==> src/hdl/rpcd_pkg.sv <==
// shared types, constants and timing table for the remote pulse code decoder
package rpcd_pkg;

  localparam int DefMaxPulses   = 512;
  localparam int DefMaxCodeBits = 32;

  localparam int DurW       = 17;
  localparam int MagW       = 16;
  localparam int TolW       = 7;
  localparam int MinBitsW   = 6;
  localparam int MinPulsesW = 10;
  localparam int ProtoW     = 4;
  localparam int BitsW      = 6;
  localparam int CodeW      = 32;
  localparam int TargetW    = 15;
  localparam int TpW        = TargetW + TolW;
  localparam int DiffW      = MagW + 7;

  localparam int ProtoTotal = 12;
  localparam logic [ProtoW-1:0] LastProto = ProtoW'(ProtoTotal - 1);

  localparam int ApbAddrW = 4;
  localparam int ApbDataW = 32;

  localparam logic [1:0] RegTolerance = 2'd0;
  localparam logic [1:0] RegMinBits   = 2'd1;
  localparam logic [1:0] RegMinPulses = 2'd2;

  localparam logic [TolW-1:0]       RstTolerance = TolW'(60);
  localparam logic [MinBitsW-1:0]   RstMinBits   = MinBitsW'(8);
  localparam logic [MinPulsesW-1:0] RstMinPulses = MinPulsesW'(20);

  typedef struct packed {
    logic [TargetW-1:0] sync_hi;
    logic [TargetW-1:0] sync_lo;
    logic [TargetW-1:0] zero_hi;
    logic [TargetW-1:0] zero_lo;
    logic [TargetW-1:0] one_hi;
    logic [TargetW-1:0] one_lo;
  } timing_t;

  typedef struct packed {
    logic load;
    logic init_proto;
    logic next_proto;
    logic set_params;
    logic rd_hi;
    logic rd_lo;
    logic latch_hi;
    logic start_bits;
    logic shift_bit;
    logic next_sync;
    logic emit;
    logic emit_found;
  } cmd_t;

  typedef struct packed {
    logic short_buf;
    logic sync_ok;
    logic zero_ok;
    logic one_ok;
    logic bit_mode;
    logic loop_ok;
    logic sync_more;
    logic last_proto;
    logic enough;
    logic out_free;
  } sts_t;

  function automatic timing_t mk_timing(int base, int sh, int sl, int zh, int zl,
                                        int oh, int ol);
    timing_t t;
    t.sync_hi = TargetW'(base * sh);
    t.sync_lo = TargetW'(base * sl);
    t.zero_hi = TargetW'(base * zh);
    t.zero_lo = TargetW'(base * zl);
    t.one_hi  = TargetW'(base * oh);
    t.one_lo  = TargetW'(base * ol);
    return t;
  endfunction

  function automatic timing_t proto_timing(logic [ProtoW-1:0] idx);
    timing_t t;
    case (idx)
      4'd0:    t = mk_timing(350,   1,  31,  1,  3,  3,  1);
      4'd1:    t = mk_timing(650,   1,  10,  1,  2,  2,  1);
      4'd2:    t = mk_timing(100,  30,  71,  4, 11,  9,  6);
      4'd3:    t = mk_timing(380,   1,   6,  1,  3,  3,  1);
      4'd4:    t = mk_timing(500,   6,  14,  1,  2,  2,  1);
      4'd5:    t = mk_timing(450,  23,   1,  1,  2,  2,  1);
      4'd6:    t = mk_timing(150,   2,  62,  1,  6,  6,  1);
      4'd7:    t = mk_timing(200,   3, 130,  7, 16,  3, 16);
      4'd8:    t = mk_timing(200, 130,   7, 16,  7, 16,  3);
      4'd9:    t = mk_timing(365,  18,   1,  3,  1,  1,  3);
      4'd10:   t = mk_timing(270,  36,   1,  1,  2,  2,  1);
      4'd11:   t = mk_timing(320,  36,   1,  1,  2,  2,  1);
      default: t = '0;
    endcase
    return t;
  endfunction

  // 100*|mag-target| <= target*tol is the same test as |mag-target| <= floor(target*tol/100)
  function automatic logic near_target(logic [MagW-1:0] mag, logic [TargetW-1:0] target,
                                       logic [TpW-1:0] tp);
    logic [MagW-1:0]  d;
    logic [DiffW-1:0] d100;
    d    = (mag >= MagW'(target)) ? (mag - MagW'(target)) : (MagW'(target) - mag);
    d100 = (DiffW'(d) << 6) + (DiffW'(d) << 5) + (DiffW'(d) << 2);
    return d100 <= DiffW'(tp);
  endfunction

endpackage

==> src/hdl/rpcd_regs.sv <==
// configuration registers behind the apb port
module rpcd_regs (
  input  logic                              clk_i,
  input  logic                              rst_ni,
  input  logic                              psel,
  input  logic                              penable,
  input  logic                              pwrite,
  input  logic [rpcd_pkg::ApbAddrW-1:0]     paddr,
  input  logic [rpcd_pkg::ApbDataW-1:0]     pwdata,
  output logic [rpcd_pkg::ApbDataW-1:0]     prdata,
  output logic                              pready,
  output logic [rpcd_pkg::TolW-1:0]         tolerance_o,
  output logic [rpcd_pkg::MinBitsW-1:0]     min_bits_o,
  output logic [rpcd_pkg::MinPulsesW-1:0]   min_pulses_o
);
  import rpcd_pkg::*;

  logic [TolW-1:0]       tolerance_q;
  logic [MinBitsW-1:0]   min_bits_q;
  logic [MinPulsesW-1:0] min_pulses_q;
  logic [1:0]            reg_idx;
  logic                  wr_en;

  assign pready  = 1'b1;
  assign reg_idx = paddr[3:2];
  assign wr_en   = psel & penable & pwrite;

  always_ff @(posedge clk_i or negedge rst_ni) begin
    if (!rst_ni) begin
      tolerance_q  <= RstTolerance;
      min_bits_q   <= RstMinBits;
      min_pulses_q <= RstMinPulses;
    end else if (wr_en) begin
      case (reg_idx)
        RegTolerance: tolerance_q  <= pwdata[TolW-1:0];
        RegMinBits:   min_bits_q   <= pwdata[MinBitsW-1:0];
        RegMinPulses: min_pulses_q <= pwdata[MinPulsesW-1:0];
        default: ;
      endcase
    end
  end

  always_comb begin
    case (reg_idx)
      RegTolerance: prdata = ApbDataW'(tolerance_q);
      RegMinBits:   prdata = ApbDataW'(min_bits_q);
      RegMinPulses: prdata = ApbDataW'(min_pulses_q);
      default:      prdata = '0;
    endcase
  end

  assign tolerance_o  = tolerance_q;
  assign min_bits_o   = min_bits_q;
  assign min_pulses_o = min_pulses_q;

endmodule

==> config.mk <==
export PLATFORM = sky130hd
export DESIGN_NAME = rpcd_regs
export DESIGN_NICKNAME = d
export VERILOG_FILES = /design/src/hdl/rpcd_pkg.sv /design/src/hdl/rpcd_regs.sv
export SDC_FILE = /design/constraint.sdc
export NUM_CORES = 1
export LEC_CHECK = 0
export BUFFER_PORTS_ARGS = -buffer_cell sky130_fd_sc_hd__buf_2
export CORE_MARGIN = 5
export CORE_UTILIZATION = 40
export CTS_BUF_LIST = sky130_fd_sc_hd__clkbuf_16
export DETAILED_ROUTE_END_ITERATION = 8
export PLACE_DENSITY = 0.8
export SYNTH_ARGS = -nofsm -noshare
export SYNTH_HDL_FRONTEND = slang
export SYNTH_SLANG_ARGS = --single-unit
==> constraint.sdc <==
create_clock -name clk_i -period 1.7 [get_ports clk_i]
set_input_delay 0.085 -clock clk_i [delete_from_list [all_inputs] [get_ports clk_i]]
set_output_delay 0.085 -clock clk_i [all_outputs]
set_load 0.005 [all_outputs]
==> results.toml <==
[route]
vias = 906
antenna_left = 0
routedWlPerCell_microns = 14.3
routed_via_density = 4.55
drc_errors = 0
routed_wirelength_microns = 2840
dr.pass1.iters = 4
drt_iter0_drc = 18

[pwr]
power_density_nw_per_um2 = 1120
p_total_w = 0.00175
ir_worst_vdd_mv = 0.833
leakage_nw = 0.823

[layout]
fin_cells = 199
multi_input_area_sq_um = 568
nFillCells = 288
nets = 197
antennaDiodeCount = 0
final_common_cell = "buf_2"
final_cell_mix = "buf_2 (49), conb_1 (23), mux2_2 (17)"
layout-drive-gt1-share_pct = 56.1
seq_area_sq_um = 584
area_delta_synth_final_pct = 22.9

[timing]
drv_slew = 0
slew_headroom_pct = 65.9
setup-violations-final = 0
finalHoldViolCount = 0
whs_ns = 0.0691
period_share_pct = 75.1
max_clock_freq_ghz = 0.783
fin_crit_ns = 1.28
fin_skew_ns = 0
rsz0062_at_grt = "no"
fin_ws_ns = 0.423
worst_pin_slew_ns = 0.511
setup_tns_ns = 0

[grt]
grt_start_max_net_pins = 24
grt_pass1_vias = 988
track_usage_pct = 14.0
antenna_found_initial = 0
grt_pass1_wl_microns = 4640
grt-ovfl-total = 0

[setup_path]
crit_type = "in -> out"
setup.worst_path.start_class = "primary input"
critPathMaxFanout = 7
end_kind = "output pin"
ff2ff_path_depth = 1
cp_data_required_time_ns = 1.62
cp.arrival_ns = 1.19

[clocking]
hold_buffers = 1
cts_buffer_depth = 2
htreeDepth = 1
ctsResizeCount = 0
clk_pin_slew_ns = 0.06
cts_sinks = 23
cts.root.buffer_cell = "clkbuf_16"
cts_buffers = 3
clock_latency_ns = 0.25
cts_tree = "done"
post_cts_buffers = 0

[run]
cap_violations = 0

[die]
rows = 20
die_y_microns = 66.4
pin_count = 97
core_sq_um = 3050
die_w_microns = 66.4
initial_core_util_pct = 41.7
dieArea_sq_um = 4410

[synth]
yosysWarningCount = 0
syn_area_sq_um = 1270
synthDistinctLibCells = 18
ys_seq_area_share_pct = 45.9
ys_seq_elements = 23
postSynthCellCount = 104
syn_area_per_cell_sq_um = 12.2

[placed_design]
place_congestion = 0.723
dp.cells = 194
place_ws_ns = 0.318
port_buffers = 49
dp_hpwl_microns = 2210

[hold_path]
hold_depth = 2
hp-class = "in -> reg"

[status]
status = "finished clean"
-- worst max-delay path, stage by stage --
cell	delay, ns
buf_2	0.15
buf_4	0.19
nor2b_1	0.41
nand2_1	0.10
o21ai_0	0.10
buf_2	0.15
-- routing by layer --
layer | global-route usage (%) | vias to the layer above | wire length [microns]
li1 | - | 408 | -
met1 | 16.8 | 437 | 1180
met2 | 22.3 | 57 | 1320
met3 | 4.76 | 4 | 307
met4 | 6.85 | 0 | 31
met5 | 0 | - | 0
-- final cells by class --
cell class | instances | share of cell area, %
Sequential cell | 23 | 37.4
Timing Repair Buffer | 53 | 17.8
Clock buffer | 3 | 4.80
Clock inverter | 1 | 0.240
Tap cell | 44 | 3.52
Multi-Input combinational cell | 75 | 36.3
-- where the power goes --
part	switching, W	internal, W	leakage, nW
sequential	0.0000977	0.000705	0.270
combinational	0.000187	0.000266	0.512
clock	0.000182	0.000314	0.0423
total	0.000467	0.00128	0.823
-- cell families (layout without fill, tap and decap cells) --
family / Yosys count / count (layout) / share of synthesized area (%)
mux: 30 / 30 / 27.6
buf+inv: 27 / 57 / 15.6
flops: 23 / 23 / 45.9
simple gates: 16 / 16 / 7.87
compound gates: 6 / 6 / 2.36
other cells: 2 / 23 / 0.590
-- registers in the layout (all words and copies together), names as in the netlist --
register / flops
min_pulses_o: 10
tolerance_o: 7
min_bits_o: 6
-- synthesized netlist by cell type, drive strengths merged --
library cell	count	area, sq um
nand3	1	10.0
dfstp	7	184
o21ai	6	30.0
conb	2	7.51
nand2	6	22.5
mux2	23	282
nor3	1	16.3
nor2	1	3.75
mux2i	7	70.1
nor2b	2	12.5
dfrtp	16	400
buf	27	199
nor3b	1	7.51
or3b	1	8.76
and2	3	18.8
-- through the flow --
| stage | util (%) | instance area (sq um) |
|---|---|---|
| after floorplan | - | 1350 |
| after global placement | 48.3 | 1480 |
| after detailed placement | 48.3 | 1480 |
| after CTS | 51.2 | 1560 |
| after global routing | 51.2 | 1560 |
| final | 51.2 | 1560 |
-- worst paths after layout --
path | slack [ns] | startpoint | end
worst max-delay path | 0.42 | paddr[3] | prdata[2]
min in group asynchronous | 0.34 | rst_ni | min_pulses_o[1]
worst max register to register | 0.92 | min_pulses_o[1] | min_pulses_o[1]
max in group asynchronous | 1.00 | rst_ni | min_pulses_o[4]
worst min-delay path | 0.07 | pwdata[7] | min_pulses_o[7]
worst min register to register | 0.53 | tolerance_o[0] | tolerance_o[0]
(Power assumes the default switching activity.)
