<file path="src/hdl/rpcd_pkg.sv">
// shared types, constants and timing table for the remote pulse code decoder
package rpcd_pkg;

  localparam int DefMaxPulses   = 512;
  localparam int DefMaxCodeBits = 32;

  localparam int DurW       = 17;
  localparam int MagW       = 16;
  localparam int TolW       = 7;
  localparam int MinBitsW   = 6;
  localparam int MinPulsesW = 10;
  localparam int ProtoW     = 4;
  localparam int BitsW      = 6;
  localparam int CodeW      = 32;
  localparam int TargetW    = 15;
  localparam int TpW        = TargetW + TolW;
  localparam int DiffW      = MagW + 7;

  localparam int ProtoTotal = 12;
  localparam logic [ProtoW-1:0] LastProto = ProtoW'(ProtoTotal - 1);

  localparam int ApbAddrW = 4;
  localparam int ApbDataW = 32;

  localparam logic [1:0] RegTolerance = 2'd0;
  localparam logic [1:0] RegMinBits   = 2'd1;
  localparam logic [1:0] RegMinPulses = 2'd2;

  localparam logic [TolW-1:0]       RstTolerance = TolW'(60);
  localparam logic [MinBitsW-1:0]   RstMinBits   = MinBitsW'(8);
  localparam logic [MinPulsesW-1:0] RstMinPulses = MinPulsesW'(20);

  typedef struct packed {
    logic [TargetW-1:0] sync_hi;
    logic [TargetW-1:0] sync_lo;
    logic [TargetW-1:0] zero_hi;
    logic [TargetW-1:0] zero_lo;
    logic [TargetW-1:0] one_hi;
    logic [TargetW-1:0] one_lo;
  } timing_t;

  typedef struct packed {
    logic load;
    logic init_proto;
    logic next_proto;
    logic set_params;
    logic rd_hi;
    logic rd_lo;
    logic latch_hi;
    logic start_bits;
    logic shift_bit;
    logic next_sync;
    logic emit;
    logic emit_found;
  } cmd_t;

  typedef struct packed {
    logic short_buf;
    logic sync_ok;
    logic zero_ok;
    logic one_ok;
    logic bit_mode;
    logic loop_ok;
    logic sync_more;
    logic last_proto;
    logic enough;
    logic out_free;
  } sts_t;

  function automatic timing_t mk_timing(int base, int sh, int sl, int zh, int zl,
                                        int oh, int ol);
    timing_t t;
    t.sync_hi = TargetW'(base * sh);
    t.sync_lo = TargetW'(base * sl);
    t.zero_hi = TargetW'(base * zh);
    t.zero_lo = TargetW'(base * zl);
    t.one_hi  = TargetW'(base * oh);
    t.one_lo  = TargetW'(base * ol);
    return t;
  endfunction

  function automatic timing_t proto_timing(logic [ProtoW-1:0] idx);
    timing_t t;
    case (idx)
      4'd0:    t = mk_timing(350,   1,  31,  1,  3,  3,  1);
      4'd1:    t = mk_timing(650,   1,  10,  1,  2,  2,  1);
      4'd2:    t = mk_timing(100,  30,  71,  4, 11,  9,  6);
      4'd3:    t = mk_timing(380,   1,   6,  1,  3,  3,  1);
      4'd4:    t = mk_timing(500,   6,  14,  1,  2,  2,  1);
      4'd5:    t = mk_timing(450,  23,   1,  1,  2,  2,  1);
      4'd6:    t = mk_timing(150,   2,  62,  1,  6,  6,  1);
      4'd7:    t = mk_timing(200,   3, 130,  7, 16,  3, 16);
      4'd8:    t = mk_timing(200, 130,   7, 16,  7, 16,  3);
      4'd9:    t = mk_timing(365,  18,   1,  3,  1,  1,  3);
      4'd10:   t = mk_timing(270,  36,   1,  1,  2,  2,  1);
      4'd11:   t = mk_timing(320,  36,   1,  1,  2,  2,  1);
      default: t = '0;
    endcase
    return t;
  endfunction

  // 100*|mag-target| <= target*tol is the same test as |mag-target| <= floor(target*tol/100)
  function automatic logic near_target(logic [MagW-1:0] mag, logic [TargetW-1:0] target,
                                       logic [TpW-1:0] tp);
    logic [MagW-1:0]  d;
    logic [DiffW-1:0] d100;
    d    = (mag >= MagW'(target)) ? (mag - MagW'(target)) : (MagW'(target) - mag);
    d100 = (DiffW'(d) << 6) + (DiffW'(d) << 5) + (DiffW'(d) << 2);
    return d100 <= DiffW'(tp);
  endfunction

endpackage

</file>
<file path="src/hdl/rpcd_ctrl.sv">
// scan sequencer: loads the buffer, walks protocols, sync positions and bit pairs
module rpcd_ctrl (
  input  logic                 clk_i,
  input  logic                 rst_ni,
  input  logic                 in_tvalid_i,
  input  logic                 in_tlast_i,
  output logic                 in_tready_o,
  input  rpcd_pkg::sts_t       sts_i,
  output rpcd_pkg::cmd_t       cmd_o
);
  import rpcd_pkg::*;

  localparam logic [3:0] S_IDLE  = 4'd0;
  localparam logic [3:0] S_START = 4'd1;
  localparam logic [3:0] S_PSET  = 4'd2;
  localparam logic [3:0] S_RDH   = 4'd3;
  localparam logic [3:0] S_CKH   = 4'd4;
  localparam logic [3:0] S_CKL   = 4'd5;
  localparam logic [3:0] S_CHK   = 4'd6;
  localparam logic [3:0] S_NXT   = 4'd7;
  localparam logic [3:0] S_EMIT  = 4'd8;

  logic [3:0] state_q, state_d;
  logic       found_q, found_d;

  always_ff @(posedge clk_i or negedge rst_ni) begin
    if (!rst_ni) begin
      state_q <= S_IDLE;
      found_q <= 1'b0;
    end else begin
      state_q <= state_d;
      found_q <= found_d;
    end
  end

  always_comb begin
    state_d     = state_q;
    found_d     = found_q;
    cmd_o       = '0;
    in_tready_o = 1'b0;
    case (state_q)
      S_IDLE: begin
        in_tready_o = 1'b1;
        if (in_tvalid_i) begin
          cmd_o.load = 1'b1;
          if (in_tlast_i) state_d = S_START;
        end
      end
      S_START: begin
        if (sts_i.short_buf) begin
          found_d = 1'b0;
          state_d = S_EMIT;
        end else begin
          cmd_o.init_proto = 1'b1;
          state_d          = S_PSET;
        end
      end
      S_PSET: begin
        cmd_o.set_params = 1'b1;
        state_d          = S_RDH;
      end
      S_RDH: begin
        cmd_o.rd_hi = 1'b1;
        state_d     = S_CKH;
      end
      S_CKH: begin
        cmd_o.latch_hi = 1'b1;
        cmd_o.rd_lo    = 1'b1;
        state_d        = S_CKL;
      end
      S_CKL: begin
        if (!sts_i.bit_mode) begin
          if (sts_i.sync_ok) begin
            cmd_o.start_bits = 1'b1;
            state_d          = S_CHK;
          end else begin
            state_d = S_NXT;
          end
        end else if (sts_i.zero_ok || sts_i.one_ok) begin
          cmd_o.shift_bit = 1'b1;
          state_d         = S_CHK;
        end else begin
          state_d = S_NXT;
        end
      end
      S_CHK: begin
        if (sts_i.loop_ok) begin
          state_d = S_RDH;
        end else if (sts_i.enough) begin
          found_d = 1'b1;
          state_d = S_EMIT;
        end else begin
          state_d = S_NXT;
        end
      end
      S_NXT: begin
        if (sts_i.sync_more) begin
          cmd_o.next_sync = 1'b1;
          state_d         = S_RDH;
        end else if (sts_i.last_proto) begin
          found_d = 1'b0;
          state_d = S_EMIT;
        end else begin
          cmd_o.next_proto = 1'b1;
          state_d          = S_PSET;
        end
      end
      S_EMIT: begin
        if (sts_i.out_free) begin
          cmd_o.emit       = 1'b1;
          cmd_o.emit_found = found_q;
          state_d          = S_IDLE;
        end
      end
      default: state_d = S_IDLE;
    endcase
  end

endmodule

</file>
<file path="config.mk">
export PLATFORM = sky130hd
export DESIGN_NAME = rpcd_ctrl
export DESIGN_NICKNAME = d
export VERILOG_FILES = /design/src/hdl/rpcd_pkg.sv /design/src/hdl/rpcd_ctrl.sv
export SDC_FILE = /design/constraint.sdc
export NUM_CORES = 1
export LEC_CHECK = 0
export BUFFER_PORTS_ARGS = -buffer_cell sky130_fd_sc_hd__buf_2
export CAP_MARGIN = 20
export CORE_UTILIZATION = 25
export CTS_CLUSTER_DIAMETER = 40
export CTS_CLUSTER_SIZE = 12
export DETAILED_ROUTE_END_ITERATION = 10
export GPL_TIMING_DRIVEN = 0
export HOLD_SLACK_MARGIN = 0.02
export PLACE_DENSITY = 0.6
export SKIP_CTS_REPAIR_TIMING = 1
export SYNTH_ARGS = -nofsm -noshare
export SYNTH_HDL_FRONTEND = slang
export SYNTH_SLANG_ARGS = --single-unit
</file>
<file path="constraint.sdc">
create_clock -name clk_i -period 4.3 [get_ports clk_i]
set_clock_uncertainty 0.1 [all_clocks]
set_input_delay 0.43 -clock clk_i [delete_from_list [all_inputs] [get_ports clk_i]]
set_output_delay 0.43 -clock clk_i [all_outputs]
set_load 0.02 [all_outputs]
</file>
==> results of run 1 <==
## per-layer routing
layer / up-vias / routed length (um) / global-route usage / share of wire
li1: 272 / - / - / -
met1: 230 / 587 / 0.1705 / 0.50
met2: 22 / 505 / 0.1642 / 0.43
met3: 0 / 78 / 0.04167 / 0.067
met4: 0 / 0 / 0.01818 / 0
met5: - / 0 / 0 / 0
## power breakdown
group / internal [uW] / switching, uW
clock network: 35.1 / 19.3
registers: 68.7 / 15.5
logic: 102 / 157
## layout make-up
| class | count | area [um^2] |
|---|---|---|
| Fill cell | 172 | 950.9 |
| Multi-Input combinational cell | 44 | 272.8 |
| Timing Repair Buffer | 27 | 140.1 |
| Sequential cell | 5 | 125.1 |
| Buffer | 6 | 33.78 |
| Clock buffer | 4 | 26.28 |
| Tap cell | 16 | 20.02 |
| Inverter | 2 | 7.507 |
## metrics by stage
step | power [uW] | area [um^2] | hold slack, ps
2_1_floorplan | 275.3 | 439.2 | 34.41
3_3_place_gp | 339.3 | 589.3 | 145.8
3_5_place_dp | 344.0 | 589.3 | 147.4
4_1_cts | 400.6 | 615.6 | -118.2
5_1_grt | 432.5 | 625.6 | 341.6
6_report | 397.5 | 625.6 | 304.9
## kinds of logic (layout without fill, tap and decap cells)
kind of cell,after synthesis,in the layout
AOI/OAI and AO/OA,12,12
buffers and inverters,8,39
DFF,5,5
and+or+nand+nor,32,32
## synthesized netlist by cell type
cell type,instances,share of area
nand3b_1,2,0.034
nand2b_1,2,0.028
a21oi_1,3,0.034
nor3b_1,1,0.017
nor2_1,5,0.043
dfrtp_1,5,0.28
nand2_1,4,0.034
buf_6,1,0.026
and3_1,1,0.014
a221o_1,2,0.046
nor3_1,6,0.068
nor4b_1,3,0.060
or3b_1,1,0.020
a211oi_1,1,0.017
a2111oi_0,1,0.020
a311oi_1,1,0.020
a21o_1,1,0.017
o21ai_0,3,0.034
nand3_1,1,0.011
inv_1,2,0.017
buf_4,1,0.017
nand2b_4,1,0.031
nor4_1,3,0.043
clkbuf_1,4,0.034
and2_1,2,0.028
## flip-flops by register name, summed over array words and instances, names as in the netlist
signal   flops
state_q      4
found_q      1
## worst min path at each step
| stage | startpoint | to | slack (ps) | cells after the start |
|---|---|---|---|---|
| final | sts_i[0] | state_q[3] | 300 | 2 |
| after global routing | sts_i[0] | state_q[3] | 340 | 2 |
| after CTS | rst_ni | state_q[0] | -120 | 1 |
| after detailed placement | rst_ni | state_q[0] | 150 | 1 |
| after global placement | rst_ni | state_q[3] | 150 | 1 |
| after floorplan | rst_ni | found_q | 30 | 0 |
==> flow_summary.yaml, run 1 <==
worst_setup_path:
  slowest_delay_ps: 530
  r2r_start: "state_q[1]"
  crit-reg2reg-capture: "found_q"
  ff2ff_path_depth: 4
  startpoint: "state_q[2]"
  cp.required_ps: 3770
  crit_slowest_cell: "nor4b_1"
  cp_num_buf_inv: 2
  cp-start-kind: "register"
  crit_family: "simple AND/OR/NAND/NOR gates"
  endpoint: "cmd_o[0]"
  cp-end-kind: "output port"
  path_depth: 4
  arrival_ps: 1780
  crit_fanout: 10
  rrSetupSlack_ps: 2580
  path_class: "reg2out"
  path_cells: "clkbuf_1 > nor4b_1 > and3_1 > buf_2"
final_layout:
  final_cell_mix: "buf_2 (26), nor3_1 (6), clkbuf_1 (5), nor2_1 (5), dfrtp_1 (5)"
  drive_above_1_share: 0.3636
  fin_nets: 103
  mostFrequentLayoutCell: "buf_2"
  diodes: 0
  final_cells: 104
  utilization: 0.3968
  syn_to_final_growth_pct: 42.45
drt:
  routedWlPerCell_um: 11.27
  drt_wl_total_um: 1172
  ant_nets: 0
  via_per_inst: 5.038
  drt_first_iter_violations: 22
  drc: 2
  dr.pass1.iters: 9
  dr_total_vias: 524
synth:
  synth_cell_types: 25
  synth_mux_area_frac: 0
  synth-xor-area-share: 0
  ys_seq_area_frac: 0.2849
  yosys.area_share.simple: 0.4330
  synth-warning-count: 0
  synth-adder-area-share: 0
  synth_compound_area_frac: 0.1880
  syn_area_um2: 439.2
  syn_inst: 57
  synth_area_per_cell_um2: 7.705
  syn_nets: 71
  synth_top_family_by_area: "simple AND/OR/NAND/NOR gates"
  ys_ff_latch: 5
timing:
  min_period_over_period: 0.5370
  final-setup-viol-count: 0
  hold_viol_final: 0
  final.setup.worst_slack_ps: 1991
  fin_crit_ps: 2309
  finalMaxSlewViolations: 0
  rsz0062_at_grt: "no"
  worst_pin_slew_ps: 498.2
  tns_ps: 0
  relSlewSlack: 0.6632
  fmax_ghz: 0.4331
placed_design:
  io_buffer_count: 26
  post-place-cells: 99
  dp_hpwl_um: 903.3
  place_ws_ps: 2273
  gp_congestion: 0.8168
grt:
  grt_max_degree: 11
  antenna_found_initial: 0
  grt_usage: 0.1156
  grt_pass1_wl_um: 1662
  grt_overflow: 0
  grt_pass1_vias: 396
floorplan:
  start_util: 0.2786
  ios: 27
  die_h_um: 43.91
  die_x_um: 43.91
  coreArea_um2: 1577
  dieArea_um2: 1928
  rows: 14
clock_network:
  cts_sinks: 5
  clkLatencyLatePin_ps: 240
  path_clk_slew_ps: 40
  clockBufferDepth: 2
  cts_root_buf: "clkbuf_4"
  cts_tree: "yes"
  htreeDepth: 1
  cts_made_buffers: 3
status:
  violations: "DRC"
  status: "finished with violations"
run:
  cap_violations: 0
min_path:
  min_path_type: "in2reg"
pwr:
  power_leakage_uw: 0.0003076
  ir_drop_uv: 177.1
  power.density_nw_per_um2: 635.4
No activity file was read; power rests on OpenSTA's default activity.
==> inputs of run 2 (changes only) <==
ABC_AREA = 1   (was not set)
PLACE_DENSITY = 0.62   (was 0.6)
clock period = 1.9 ns   (was 4.3 ns; I/O delays follow)
==> flow_summary.yaml, run 2 <==
status:
  status: "completed"
worst_setup_path:
  ff2ff_path_depth: 6
  cp.required_ps: 1610
  arrival_ps: 1420
  crit-reg2reg-capture: "state_q[0]"
  crit_slowest_cell: "dfrtp_1"
  slowest_delay_ps: 440
  cp-end-kind: "output port"
  rrSetupSlack_ps: 620
  crit_family: "simple AND/OR/NAND/NOR gates"
  crit_fanout: 7
  path_class: "reg2out"
  r2r_start: "state_q[0]"
  path_cells: "nor2_4 > nand2_1 > nor2_2 > inv_1 > nor2_1 > buf_2"
  cp-start-kind: "register"
  cp_num_buf_inv: 2
synth:
  post-synth-top-count-cell: "nand2_1"
  syn_inst: 73
  ys_seq_area_frac: 0.2857
  yosys_most_used_dff: "dfrtp_1"
  synth_cell_types: 18
  syn_area_um2: 437.9
  synth_commonest_cells: "nand2_1 (19), inv_1 (14), nor2_1 (11)"
  yosysTopAreaCell: "dfrtp_1"
  syn_nets: 87
  netlist_top_cells_area: "dfrtp_1 (29%), nand2_1 (16%), inv_1 (12%), nor2_1 (9.4%), nand3_1 (6.9%)"
  synth_top_area_frac: 0.2857
  ys_ff_latch: 5
  synth_edf_count: 0
  async_flop_share: 1.000
  synth_area_per_cell_um2: 5.999
  synth-warning-count: 0
drt:
  drt_wl_total_um: 1071
  dr_total_vias: 516
  ant_nets: 0
  drt_first_iter_violations: 9
  dr.pass1.iters: 5
  via_per_inst: 4.300
  routedWlPerCell_um: 8.925
  drc: 0
floorplan:
  coreArea_um2: 1577
  start_util: 0.2778
  ios: 27
  dieArea_um2: 1923
  rows: 14
  die_h_um: 43.86
  die_x_um: 43.86
timing:
  relSlewSlack: 0.8194
  final.setup.worst_slack_ps: 188.4
  min_period_over_period: 0.9009
  worst_pin_slew_ps: 269.9
  final-setup-viol-count: 0
  tns_ps: 0
  rsz0062_at_grt: "no"
  fin_crit_ps: 1712
  fmax_ghz: 0.5842
  finalMaxSlewViolations: 0
  hold_viol_final: 0
clock_network:
  cts_root_buf: "clkbuf_4"
  path_clk_slew_ps: 40
  clockBufferDepth: 2
  clkLatencyLatePin_ps: 240
  cts_sinks: 5
  htreeDepth: 1
  cts_tree: "yes"
  cts_made_buffers: 3
placed_design:
  gp_congestion: 0.7795
  dp_hpwl_um: 899.5
  place_ws_ps: 428.3
  io_buffer_count: 26
final_layout:
  top_regs: "state_q (4), found_q (1)"
  utilization: 0.3960
  mostFrequentLayoutCell: "buf_2"
  drive_above_1_share: 0.3558
  regMostFlops: "state_q"
  syn_to_final_growth_pct: 42.57
  final_cell_mix: "buf_2 (26), nand2_1 (19), inv_1 (14)"
  diodes: 0
  largest_reg_flops: 4
  fin_nets: 119
run:
  cap_violations: 0
min_path:
  hold_end: "found_q"
  min_path_cells: 3
  worstHoldStart: "sts_i[1]"
  min_path_type: "in2reg"
grt:
  grt_overflow: 0
  antenna_found_initial: 0
  grt_max_degree: 8
  grt_pass1_wl_um: 1835
  grt_pass1_vias: 474
  grt_usage: 0.1336
pwr:
  power_leakage_uw: 0.0004000
  ir_drop_uv: 432.6
  power.density_nw_per_um2: 1202
-- run 2: cell count changes in the layout (fill, tap and decap cells not counted), sizes merged, moves of 2 or more --
| cell | before | now |
|---|---|---|
| nor3 | 6 | 1 |
| a221o | 2 | 0 |
| and2 | 2 | 0 |
| inv | 2 | 15 |
| nand4 | 0 | 3 |
| nand2b | 3 | 0 |
| nor2 | 5 | 16 |
| nor4b | 3 | 0 |
| nor4 | 3 | 1 |
| nand3 | 1 | 6 |
| a21oi | 3 | 1 |
| nand2 | 4 | 19 |
| clkbuf | 8 | 4 |
-- run 2: logic make-up after synthesis --
kind of cell,share of synthesized area
buffers and inverters,0.1457
DFF,0.2857
AOI/OAI and AO/OA,0.05999
and+or+nand+nor,0.5086
-- run 2: where the power goes --
group / total [uW] / internal, uW / switching [uW] / leakage, uW
clock: 121 / 79.2 / 41.3 / 0.0000150
combinational: 433 / 150 / 283 / 0.000319
sequential: 197 / 147 / 50.5 / 0.0000656
-- run 2: layout make-up --
type	instances	area, um^2
Inverter	15	56.30
Tap cell	16	20.02
Timing Repair Buffer	27	140.1
Clock buffer	4	26.28
Buffer	1	7.507
Multi-Input combinational cell	52	249.0
Sequential cell	5	125.1
Fill cell	175	952.2
-- run 2: worst max path at each step --
| stage | startpoint | end | slack (ps) | cells after the start |
|---|---|---|---|---|
| global placement | state_q[3] | cmd_o[4] | 450 | 6 |
| detailed placement | state_q[3] | cmd_o[4] | 430 | 6 |
| floorplan | state_q[0] | cmd_o[9] | 420 | 2 |
| CTS | state_q[3] | cmd_o[4] | 160 | 6 |
| global route | state_q[3] | cmd_o[4] | 50 | 6 |
| finish | state_q[3] | cmd_o[3] | 190 | 6 |
-- run 2: tightest hold or removal path, cell delays in order --
cell and delay, ps:
buf_2 100, nand3_1 70, nand2_1 60
-- run 2: layer usage --
metal,wire length [um],global-route usage,vias up,share of wire
li1,-,-,289,-
met3,52,0.01250,0,0.049
met1,516,0.1654,211,0.48
met4,0,0.1091,0,0
met2,502,0.2090,16,0.47
met5,0,0,-,0
-- run 2: metrics by stage --
stage | instances | hold WS [ps] | power [uW] | cell area, um^2
6_report | 120 | 112.5 | 750.5 | 624.3
5_1_grt | 120 | 125.5 | 834.5 | 624.3
4_1_cts | 119 | -349.7 | 760.8 | 614.3
3_5_place_dp | 115 | -89.97 | 633.3 | 588.1
3_3_place_gp | 115 | -90.17 | 624.6 | 588.1
2_1_floorplan | 73 | -205.6 | 509.6 | 437.9
==> inputs of run 3 (changes only) <==
PLACE_DENSITY = 0.6   (was 0.62)
clock period = 1.7 ns   (was 1.9 ns; I/O delays follow)
==> flow_summary.yaml, run 3 (synthesis gave the netlist of run 2 again) <==
final_layout:
  final_cell_mix: "buf_2 (23), nand2_1 (18), inv_1 (13)"
  regMostFlops: "state_q"
  top_regs: "state_q (4), found_q (1)"
  largest_reg_flops: 4
  fin_nets: 121
  drive_above_1_share: 0.3962
  syn_to_final_growth_pct: 50.00
  diodes: 0
  mostFrequentLayoutCell: "buf_2"
clock_network:
  cts_tree: "yes"
  cts_made_buffers: 3
  path_clk_slew_ps: 40
  cts_root_buf: "clkbuf_4"
  clockBufferDepth: 2
  clkLatencyLatePin_ps: 240
  cts_sinks: 5
  htreeDepth: 1
drt:
  drc: 0
  drt_wl_total_um: 1078
  dr.pass1.iters: 6
  routedWlPerCell_um: 8.836
  dr_total_vias: 551
  ant_nets: 0
  via_per_inst: 4.516
  drt_first_iter_violations: 17
pwr:
  sw_frac_of_total: 0.4928
  ir_drop_uv: 450.9
  p_clk_frac: 0.151
  pwr-share-comb: 0.590
  switchingPower_uw: 437.2
  p_int_uw: 449.9
  pwr-share-seq: 0.259
  power.density_nw_per_um2: 1350
  power_leakage_uw: 0.0004116
floorplan:
  dieArea_um2: 1923
  rows: 14
  die_h_um: 43.86
  die_x_um: 43.86
  ios: 27
  start_util: 0.2778
  coreArea_um2: 1577
grt:
  grt_max_degree: 8
  use_met2: 0.1881
  busiest_layer: "met2"
  grt_overflow: 0
  antenna_found_initial: 0
  grtUsageMet3: 0.01250
  met1_usage: 0.1556
  grt_pass1_wl_um: 1683
  grt_pass1_vias: 428
  grt_usage: 0.1243
timing:
  rsz0062_at_grt: "yes"
  min_period_over_period: 0.9642
  finalMaxSlewViolations: 0
  relSlewSlack: 0.8318
  final-setup-viol-count: 0
  hold_ws_ps: 92.29
  hold_viol_final: 0
  fin_crit_ps: 1639
  fmax_ghz: 0.6101
  final.setup.worst_slack_ps: 60.85
  worst_pin_slew_ps: 252.3
placed_design:
  dp_hpwl_um: 886.5
  io_buffer_count: 26
  gp_congestion: 0.8153
  place_ws_ps: 259.0
run:
  cap_violations: 0
worst_setup_path:
  r2r_start: "state_q[2]"
  cp-start-kind: "register"
  path_class: "reg2out"
  cp-end-kind: "output port"
  crit_fanout: 4
  arrival_ps: 1370
  ff2ff_path_depth: 8
  startpoint: "state_q[2]"
  cp.required_ps: 1430
status:
  status: "completed"
min_path:
  min_path_cells: 3
  min_path_type: "in2reg"
  worstHoldStart: "sts_i[1]"
[run 3: changes by cell type in the layout (fill, tap and decap cells not counted)]
cell     previous run  this run
nand2_2             0         1
nor2_1             11        10
inv_2               1         2
nand2_1            19        18
buf_2              26        23
inv_1              14        13
nor2_4              1         2
buf_4               1         6
[run 3: layout make-up]
class / instances / area (um^2)
fill: 165 / 919.6
sequential: 5 / 125.1
buffer: 1 / 7.507
inverter: 15 / 56.30
clock buffer: 4 / 26.28
timing repair buffer: 29 / 162.7
tap: 16 / 20.02
multi-input combinational: 52 / 259.0
[run 3: final timing paths]
check                      slack (ps)         end
hold / removal                     90     found_q
setup / recovery                   60    cmd_o[6]
setup reg to reg                  360     found_q
min in group asynchronous         170  state_q[3]
hold reg to reg                   380     found_q
max in group asynchronous        1200     found_q
[run 3: per-layer routing]
metal	wire [um]	vias to the layer above
met4	0	0
met2	505	17
met3	48	0
met5	0	-
li1	-	297
met1	523	237
[run 3: critical path, cell delays in order, from the launching register on]
cell	delay [ps]
dfrtp_1	410
inv_2	80
nor2_4	150
buf_4	150
nand2_1	60
inv_1	70
buf_4	90
buf_4	120
[run 3: per-stage QoR]
stage	area [um^2]	power (uW)	setup TNS, ps	utilization	std cells
CTS	614.3	846.0	-5.323	0.3897	119
global route	656.9	975.0	-89.32	0.4167	122
global placement	588.1	698.3	0	0.3730	115
detailed placement	588.1	706.1	0	0.3730	115
floorplan	437.9	569.6	0	-	73
finish	656.9	887.1	0	0.4167	122
[run 3: power by group through the flow]
stage          sequential [uW]  clock (uW)  combinational (uW)
6_report                   230         134                 524
3_5_place_dp               222           0                 484
5_1_grt                    237         149                 589
2_1_floorplan              209           0                 360
3_3_place_gp               220           0                 478
4_1_cts                    220         140                 485
